===== config.mk =====
export PLATFORM = sky130hd
export DESIGN_NAME = chained_rotating_key_byte_cipher
export DESIGN_NICKNAME = d
export VERILOG_FILES = /design/src/rtl/crkbc_pkg.sv /design/src/rtl/crkbc_core.sv /design/src/rtl/chained_rotating_key_byte_cipher.sv
export SDC_FILE = /design/constraint.sdc
export NUM_CORES = 1
export LEC_CHECK = 0
export BUFFER_PORTS_ARGS = -buffer_cell sky130_fd_sc_hd__buf_2
export CAP_MARGIN = 0
export CORE_MARGIN = 1.5
export CORE_UTILIZATION = 35
export CTS_BUF_LIST = sky130_fd_sc_hd__clkbuf_16
export DETAILED_ROUTE_END_ITERATION = 7
export GPL_ROUTABILITY_DRIVEN = 0
export SLEW_MARGIN = 10
export SYNTH_ARGS = -nofsm -noshare
export SYNTH_HDL_FRONTEND = slang
export SYNTH_SLANG_ARGS = --single-unit

===== constraint.sdc =====
create_clock -name clk -period 11.1 [get_ports clk]
set_input_delay 0.555 -clock clk [delete_from_list [all_inputs] [get_ports clk]]
set_output_delay 0.555 -clock clk [all_outputs]
set_load 0.01 [all_outputs]

===== src/rtl/crkbc_pkg.sv =====
`timescale 1ns / 1ps
// Shared types, constants and helper functions for the chained rotating-key byte cipher.
// No dependencies.
package crkbc_pkg;

  localparam int unsigned BYTE_W = 8;

  localparam logic [BYTE_W-1:0] CHAIN_IV = 8'hCB;

  localparam logic MODE_ENCRYPT = 1'b0;
  localparam logic MODE_DECRYPT = 1'b1;

  typedef logic [BYTE_W-1:0] byte_t;

  typedef struct packed {
    byte_t rolling_key;
    byte_t chain;
  } cipher_state_t;

  // k mod 3 == 0, using 4 == 1 (mod 3): weight even bits by 1, odd bits by 2
  function automatic logic key_is_mult3(input byte_t k);
    logic [3:0] acc;
    acc = 4'(k[0]) + 4'(k[2]) + 4'(k[4]) + 4'(k[6])
        + {3'(k[1]) + 3'(k[3]) + 3'(k[5]) + 3'(k[7]), 1'b0};
    case (acc) inside
      4'd0, 4'd3, 4'd6, 4'd9, 4'd12: key_is_mult3 = 1'b1;
      default:                       key_is_mult3 = 1'b0;
    endcase
  endfunction

  function automatic byte_t advance_key(input byte_t k);
    if (key_is_mult3(k)) begin
      advance_key = {k[4:0], k[7:5]};
    end else begin
      advance_key = {k[5:0], k[7:6]};
    end
  endfunction

endpackage


===== src/rtl/crkbc_core.sv =====
`timescale 1ns / 1ps
// Combinational datapath: key advance, chain-driven bit mix and next-state selection.
// Depends on crkbc_pkg.
module crkbc_core (
  input  logic                    mode,
  input  crkbc_pkg::byte_t        data_in,
  input  logic                    first_of_message,
  input  crkbc_pkg::byte_t        cipher_key,
  input  crkbc_pkg::cipher_state_t state_cur,
  output crkbc_pkg::byte_t        data_out,
  output crkbc_pkg::cipher_state_t state_nxt
);

  crkbc_pkg::byte_t key_base;
  crkbc_pkg::byte_t chain_base;
  crkbc_pkg::byte_t key_adv;
  crkbc_pkg::byte_t work;
  crkbc_pkg::byte_t mixed;

  assign key_base   = first_of_message ? cipher_key : state_cur.rolling_key;
  assign chain_base = first_of_message ? crkbc_pkg::CHAIN_IV : state_cur.chain;
  assign key_adv    = crkbc_pkg::advance_key(key_base);

  always_comb begin
    work  = chain_base;
    mixed = '0;
    for (int i = 0; i < crkbc_pkg::BYTE_W; i++) begin
      if (key_adv[i]) begin
        work = {work[0], work[crkbc_pkg::BYTE_W-1:1]};
      end
      mixed[i] = data_in[i] ^ work[crkbc_pkg::BYTE_W-1-i];
    end
  end

  assign data_out              = mixed;
  assign state_nxt.rolling_key = key_adv;
  assign state_nxt.chain       = (mode == crkbc_pkg::MODE_DECRYPT) ? data_in : mixed;

endmodule


===== src/rtl/chained_rotating_key_byte_cipher.sv =====
`timescale 1ns / 1ps
// Top level of the chained rotating-key byte cipher: handshake, state and output registers.
// Depends on crkbc_pkg and crkbc_core.
//
// One byte in, one byte out, one transfer per cycle sustained while the output is not
// stalled. An accepted byte waits in the input register until the output register can
// take it, is mixed against the rolling key and chain state in a single combinational
// pass and lands in the output register, which sets out_valid. The rolling key and
// chain advance as each byte moves into the output register, which lets the next
// byte follow immediately. cfg_wr_data is captured whenever cfg_wr_en is high and
// is used on the next byte with first_of_message set.
module chained_rotating_key_byte_cipher (
  input  logic                   clk,
  input  logic                   rst_n,
  input  logic                   cfg_wr_en,
  input  logic [7:0]             cfg_wr_data,
  input  logic                   in_valid,
  output logic                   in_ready,
  input  logic                   in_mode,
  input  logic [7:0]             in_data_in,
  input  logic                   in_first_of_message,
  output logic                   out_valid,
  input  logic                   out_ready,
  output logic [7:0]             out_data_out
);

  crkbc_pkg::byte_t          cipher_key_r;
  crkbc_pkg::cipher_state_t  state_r;
  crkbc_pkg::cipher_state_t  state_nxt;
  logic                      s1_valid_r;
  logic                      s1_mode_r;
  crkbc_pkg::byte_t          s1_data_r;
  logic                      s1_first_r;
  logic                      out_valid_r;
  crkbc_pkg::byte_t          out_data_r;
  crkbc_pkg::byte_t          mix_data;
  logic                      s1_advance;
  logic                      in_xfer;

  assign s1_advance = s1_valid_r && (!out_valid_r || out_ready);
  assign in_ready   = !s1_valid_r || s1_advance;
  assign in_xfer    = in_valid && in_ready;

  crkbc_core u_core (
    .mode             (s1_mode_r),
    .data_in          (s1_data_r),
    .first_of_message (s1_first_r),
    .cipher_key       (cipher_key_r),
    .state_cur        (state_r),
    .data_out         (mix_data),
    .state_nxt        (state_nxt)
  );

  always_ff @(posedge clk) begin
    if (!rst_n) begin
      cipher_key_r      <= '0;
      state_r.rolling_key <= '0;
      state_r.chain     <= crkbc_pkg::CHAIN_IV;
      s1_valid_r        <= 1'b0;
      out_valid_r       <= 1'b0;
    end else begin
      if (cfg_wr_en) begin
        cipher_key_r <= cfg_wr_data;
      end
      if (in_ready) begin
        s1_valid_r <= in_valid;
      end
      if (s1_advance) begin
        state_r     <= state_nxt;
        out_valid_r <= 1'b1;
      end else if (out_ready) begin
        out_valid_r <= 1'b0;
      end
    end
  end

  always_ff @(posedge clk) begin
    if (in_xfer) begin
      s1_mode_r  <= in_mode;
      s1_data_r  <= in_data_in;
      s1_first_r <= in_first_of_message;
    end
    if (s1_advance) begin
      out_data_r <= mix_data;
    end
  end

  assign out_valid    = out_valid_r;
  assign out_data_out = out_data_r;

endmodule


==> flow_summary.yaml, run 1 <==
status:
  status: "complete, no violations"
synth:
  synth.distinct_cells: 67
  yosys_warnings: 0
  synth.net_count: 380
  synth_ff_type: "dfxtp_1"
  synth_edf_count: 18
  async_flop_share: 0
  seq_area_frac_synth: 0.338
  syn_area_mm2: 0.00314
  synthCells: 350
  syn_area_per_cell_um2: 8.97
  ys_seq_elements: 44
placement:
  portBuffers: 32
  postPlaceCellArea_mm2: 0.00336
  dp_hpwl_um: 5410
  placedCellCount: 474
pwr:
  p_leak_nw: 1.36
  power-per-cell-area_mw_per_mm2: 178
  intPower_mw: 0.400
  switching_share: 0.362
  p_comb_frac: 0.415
  pwr-share-seq: 0.320
  finalPower_mw: 0.627
  peakVddDrop_uv: 120
  clkPwrFrac: 0.265
  power.net_switching_mw: 0.227
sta:
  max_clock_freq_ghz: 0.154
  fin_setup_tns_ns: 0
  worst_pin_slew_ns: 0.828
  relSlewSlack: 0.448
  drv_slew: 0
  setup_violations: 0
  hold_viol: 0
  finalCritPeriodShare: 0.585
  min_period_ns: 6.50
  rsz0062_at_grt: "false"
  finClkSkew_ns: 0.00691
run:
  maxCapViolCount: 0
clock_tree:
  clk_latency_ns: 0.28
  htree_levels: 2
  cts_buffers: 5
  cts_setup_buffers: 0
  cts_resized: 0
  hold_buffers: 0
  cts_sinks: 44
  cts.reportedPaths.clkPinSlew_ns: 0.06
  clockRootBuffer: "clkbuf_16"
  clk_path_buf_depth: 2
  cts_tree: "built"
drt:
  routed_wl_um: 7370
  wl_per_cell_um: 15.3
  drtIter0Drc: 143
  drc_errors: 0
  firstDrtPassIters: 4
  detail-route-antenna-nets: 0
  vias: 2700
  vias_per_cell: 5.60
floorplan:
  design.die.area_mm2: 0.00955
  rows: 34
  coreArea_mm2: 0.00872
  die_w_um: 97.7
  start_util: 0.360
  io-pin-count: 33
  die_h_um: 97.7
setup_path:
  cp_slowest_cell: "edfxtp_1"
  endpoint_kind: "flop"
  path_class: "flop to flop"
  arrival_ns: 6.53
  cp.required_ns: 11.13
  critical_path.cell_chain: "mux2_2 > ha_1 > inv_1 > fa_1 > fa_1 > nor2b_1 > nand3_1 > mux2i_1 > a311oi_4 > and2_1 > a211oi_1 > a211oi_1 > a211oi_2 > o22ai_1 > a211o_1 > a211o_1 > xnor2_1"
  worstSetupStartpointType: "flop"
  cpPeakStageDelay_ns: 0.89
  critPathBufInv: 1
  cp_max_fo: 22
  path_delay_family: "compound AO/OA/AOI/OAI gates"
grt:
  grt_pass1_vias: 2620
  grt.overflow.total: 0
  grtUsageTotal: 0.162
  grt_pass1_wl_um: 12900
  antenna_found_initial: 0
  grt_max_degree: 27
final_layout:
  fin_nets: 403
  fin_area_mm2: 0.00352
  num-fill-cells: 881
  drive_gt1_frac: 0.179
  fin_util: 0.404
  area_growth_syn_to_layout_pct: 12.2
  insertedDiodeCount: 0
  stdcell_count: 482
hold_path:
  hold_class: "input port to flop"
sequential cells by signal, indices dropped and copies added, names as in the netlist:
signal / flops
out_valid: 1
s1_mode_r: 1
out_data_out: 8
s1_first_r: 1
cipher_key_r: 8
s1_valid_r: 1
state_r: 16
s1_data_r: 8
worst reg2reg max path: cells and delay by family (launching register included):
family | cells | cell delay, ns
flops | 1 | 0.89
buf+inv | 1 | 0.07
mux | 2 | 0.75
simple gates | 3 | 0.99
compound gates | 7 | 1.79
xor+xnor | 1 | 0.13
fa+ha+maj | 3 | 1.65
per-stage QoR:
stage          setup slack (ns)  hold slack (ns)
2_1_floorplan              5.57            0.434
3_3_place_gp               4.73            0.442
3_5_place_dp               4.61            0.448
4_1_cts                    4.60            0.441
5_1_grt                    4.09            0.435
6_report                   4.60            0.442
power by group through the flow:
stage          sequential, mW  clock, mW  combinational (mW)
2_1_floorplan           0.203          0               0.205
3_3_place_gp            0.204          0               0.254
3_5_place_dp            0.204          0               0.259
4_1_cts                 0.201      0.169               0.260
5_1_grt                 0.202      0.175               0.293
6_report                0.201      0.166               0.260
layer usage:
| layer | wire length (um) | GRT usage |
|---|---|---|
| met1 | 3550 | 0.216 |
| met2 | 3580 | 0.279 |
| met3 | 165 | 0.0158 |
| met4 | 80 | 0.0451 |
| met5 | 0 | 0 |
cell usage after synthesis (8+ instances only):
cell type	number	area [um^2]
dfxtp_1	26	521
edfxtp_1	18	541
nand3_1	16	80.1
a211oi_1	9	67.6
a21oi_1	17	85.1
nand2_1	33	124
clkbuf_1	10	37.5
xnor2_1	12	105
mux2i_1	23	230
nor2_1	41	154
and2_1	8	50.1
inv_1	10	37.5
logic make-up after synthesis:
logic type,after synthesis,share of synthesized area
compound gates,76,0.195
flops,44,0.338
xor+xnor,19,0.0638
mux,30,0.0992
simple gates,144,0.226
fa+ha+maj,7,0.0351
buf+inv,30,0.0430
cell type report:
cell class / instances / area [um^2] / share of cell area
clock buffer: 5 / 125 / 0.0355
tap: 108 / 135 / 0.0384
inverter: 13 / 48.8 / 0.0138
sequential: 44 / 1060 / 0.301
multi-input combinational: 276 / 1940 / 0.551
clock inverter: 3 / 42.5 / 0.0121
timing repair buffer: 33 / 168 / 0.0476
worst paths after layout:
check / from / endpoint / slack [ns] / depth (start not counted)
worst max-delay path: s1_first_r / out_data_out[7] / 4.60 / 17
worst min-delay path: in_data_in[5] / s1_data_r[5] / 0.44 / 1
worst max register to register: s1_first_r / out_data_out[7] / 4.60 / 17
worst min register to register: state_r[10] / state_r[10] / 0.46 / 2
placed cells by master, fill, tap and decap left out, types with 3 or more instances in the layout:
master	count
ha_1	4
nor2b_1	7
o2111ai_1	4
nor3_1	7
mux2_2	6
nor2_1	41
nor4b_1	3
o21ai_0	4
inv_1	10
a211oi_1	9
o22ai_1	3
or2_2	3
o211ai_1	6
mux2i_1	23
fa_1	3
nand4_1	4
a21o_1	3
or3_1	7
and2_1	8
clkbuf_16	5
nand2_1	33
edfxtp_1	18
a22oi_1	4
a21oi_1	17
nand3_1	16
nand2b_1	6
xor2_1	4
buf_2	32
xnor2_1	12
dfxtp_1	26
Power figures use the tool's default switching activity.
==> inputs of run 2 (changes only) <==
Settings changed: ABC_AREA set to 1.
Clock period 11.1 ns to 5.33 ns, I/O delays scaled along.
==> run 2 against run 1 <==
Synthesized area fell by 10%. Worst setup slack got worse by 4.0 ns. Core utilization rose by 1.0 points. First-iteration DRC count fell by 28%. Clock power rose by 77%. Hold slack got worse by 0.29 ns. Critical path depth rose by 7. Global-route usage fell by 0.68 points. Via count fell by 5.9%. Register-to-register slack got worse by 4.0 ns. Die area fell by 10%.
==> flow_summary.yaml, run 2 <==
grt:
  globalRouteMet2Util: 0.260
  antenna_found_initial: 0
  top_usage_layer: "met2"
  grt_max_degree: 27
  grt.overflow.total: 0
  grt_pass1_vias: 2416
  grtUsageTotal: 0.155
  grt_use_met1: 0.205
  met3_usage: 0.0123
  grt_pass1_wl_um: 10700
pwr:
  peakVddDrop_uv: 283
  finalPower_mw: 1.95
  p_leak_nw: 1.50
  power-per-cell-area_mw_per_mm2: 607
sta:
  setup_violations: 0
  finClkSkew_ns: 0.00433
  max_clock_freq_ghz: 0.211
  min_period_ns: 4.73
  whs_ns: 0.157
  finalCritPeriodShare: 0.888
  drv_slew: 0
  worst_pin_slew_ns: 0.804
  hold_viol: 0
  relSlewSlack: 0.461
  rsz0062_at_grt: "false"
  fin_setup_tns_ns: 0
drt:
  detail-route-antenna-nets: 0
  vias_per_cell: 4.95
  vias: 2540
  drc_errors: 0
  wl_per_cell_um: 12.2
  firstDrtPassIters: 4
  routed_wl_um: 6280
  drtIter0Drc: 103
synth:
  synth_xor_area_frac: 0.0271
  synth_top_area_cell: "edfxtp_1"
  yosys_warnings: 0
  synth_simple_gate_area_share: 0.349
  synth.area.top_cells: "edfxtp_1, dfxtp_1, nand3_1"
  seq_area_frac_synth: 0.377
  synth_compound_area_frac: 0.126
  syn_area_per_cell_um2: 7.46
  synthMostInstantiatedCell: "nand3_1"
  synth_common_cells: "nand3_1, nand2_1, inv_1"
  synth_edf_count: 18
  synth_fa_ha_area_frac: 0.0392
  synthCells: 377
  ys_seq_elements: 44
  synth.net_count: 407
  muxShareOfSynthArea: 0
  async_flop_share: 0
  synth.distinct_cells: 31
  synth_ff_type: "dfxtp_1"
  synth_top_area_frac: 0.192
  syn_area_mm2: 0.00281
  synth_top_family_by_area: "simple AND/OR/NAND/NOR gates"
clock_tree:
  clk_latency_ns: 0.28
  clk_path_buf_depth: 2
  cts_buffers: 5
  hold_buffers: 0
  cts_sinks: 44
  cts.reportedPaths.clkPinSlew_ns: 0.06
  cts_tree: "built"
  htree_levels: 2
  cts_setup_buffers: 0
  clockRootBuffer: "clkbuf_16"
  cts_resized: 0
floorplan:
  io-pin-count: 33
  die_h_um: 92.6
  die_w_um: 92.6
  rows: 32
  design.die.area_mm2: 0.00858
  start_util: 0.362
  coreArea_mm2: 0.00777
final_layout:
  drive_gt1_frac: 0.192
  num-fill-cells: 808
  largest-register: "state_r"
  seqCellArea_mm2: 0.00106
  fin_area_mm2: 0.00322
  final_common_cell: "nand3_1"
  largest_reg_flops: 16
  multi_input_area_mm2: 0.00152
  area_growth_syn_to_layout_pct: 14.5
  insertedDiodeCount: 0
  fin_util: 0.414
  final_cell_mix: "nand3_1, nand2_1, inv_1"
  fin_nets: 440
hold_path:
  hold_class: "input port to flop"
  hold_start: "in_data_in[2]"
placement:
  postPlaceCellArea_mm2: 0.00307
  portBuffers: 32
  dp_hpwl_um: 4900
setup_path:
  cp-startpoint: "s1_first_r"
  r2r-start: "s1_first_r"
  cp.required_ns: 5.50
  cp_max_fo: 18
  endpoint_kind: "flop"
  arrival_ns: 4.90
  worstSetupStartpointType: "flop"
  path_class: "flop to flop"
run:
  maxCapViolCount: 0
status:
  status: "complete, no violations"
[run 2: cell types whose count changed after synthesis, moves of 9 or more]
cell	change
nor2_1	-15
a211oi_1	-9
o21ai_0	+18
nand3_1	+62
nand2_1	+42
inv_1	+31
mux2i_1	-23
xnor2_1	-12
[run 2: area by class of cell]
| cell class | count | share of cell area |
|---|---|---|
| inverter | 49 | 0.0579 |
| tap | 102 | 0.0397 |
| sequential | 44 | 0.330 |
| multi-input combinational | 276 | 0.473 |
| clock buffer | 5 | 0.0389 |
| clock inverter | 3 | 0.00622 |
| timing repair buffer | 34 | 0.0544 |
[run 2: power by group]
part	internal [mW]	switching (mW)	total (mW)
logic	0.402	0.811	1.21
registers	0.428	0.0185	0.447
clock network	0.172	0.121	0.294
[run 2: cells by family (layout without fill, tap and decap cells)]
group                      count (synthesis)  in the layout
AOI/OAI and AO/OA                         57             57
xor gates and xnor gates                   7              7
adders and majority gates                  7              7
buffers and inverters                     57             91
DFF                                       44             44
and+or+nand+nor                          205            205
[run 2: stage by stage]
step | setup WS, ns | std cells
after global placement | 0.743 | 505
final | 0.598 | 513
after CTS | 0.621 | 513
after detailed placement | 0.638 | 505
after floorplan | 1.13 | 377
after global routing | 0.208 | 513
[run 2: per-layer routing]
layer,share of wire,up-vias,wire length (um)
met5,0,-,0
met4,0.028,0,179
met3,0.035,11,220
met2,0.46,59,2870
met1,0.48,1146,3010
li1,-,1324,-
[run 2: path summary, 6_finish.rpt]
path | endpoint | depth (start not counted) | slack [ns]
worst min-delay path | s1_data_r[2] | 1 | 0.16
worst max register to register | state_r[6] | 24 | 0.60
worst min register to register | state_r[2] | 2 | 0.47
worst max-delay path | state_r[6] | 24 | 0.60
[run 2: worst max-delay path, stage by stage, from the launching register on]
cell      delay, ns
edfxtp_1       0.41
buf_4          0.21
o21ai_0        0.29
inv_1          0.11
ha_1           0.29
inv_1          0.04
fa_1           0.48
fa_1           0.43
nand2_1        0.12
nand3_1        0.10
nand2_2        0.08
nand2_1        0.06
nand2_2        0.11
nand3_4        0.22
o21ai_2        0.46
nand3_1        0.18
nand3_1        0.15
nand3_2        0.10
nand3_1        0.11
nand3_1        0.12
nand3_2        0.12
nand2_2        0.07
xor2_2         0.16
o21ai_1        0.13
nand2_1        0.06
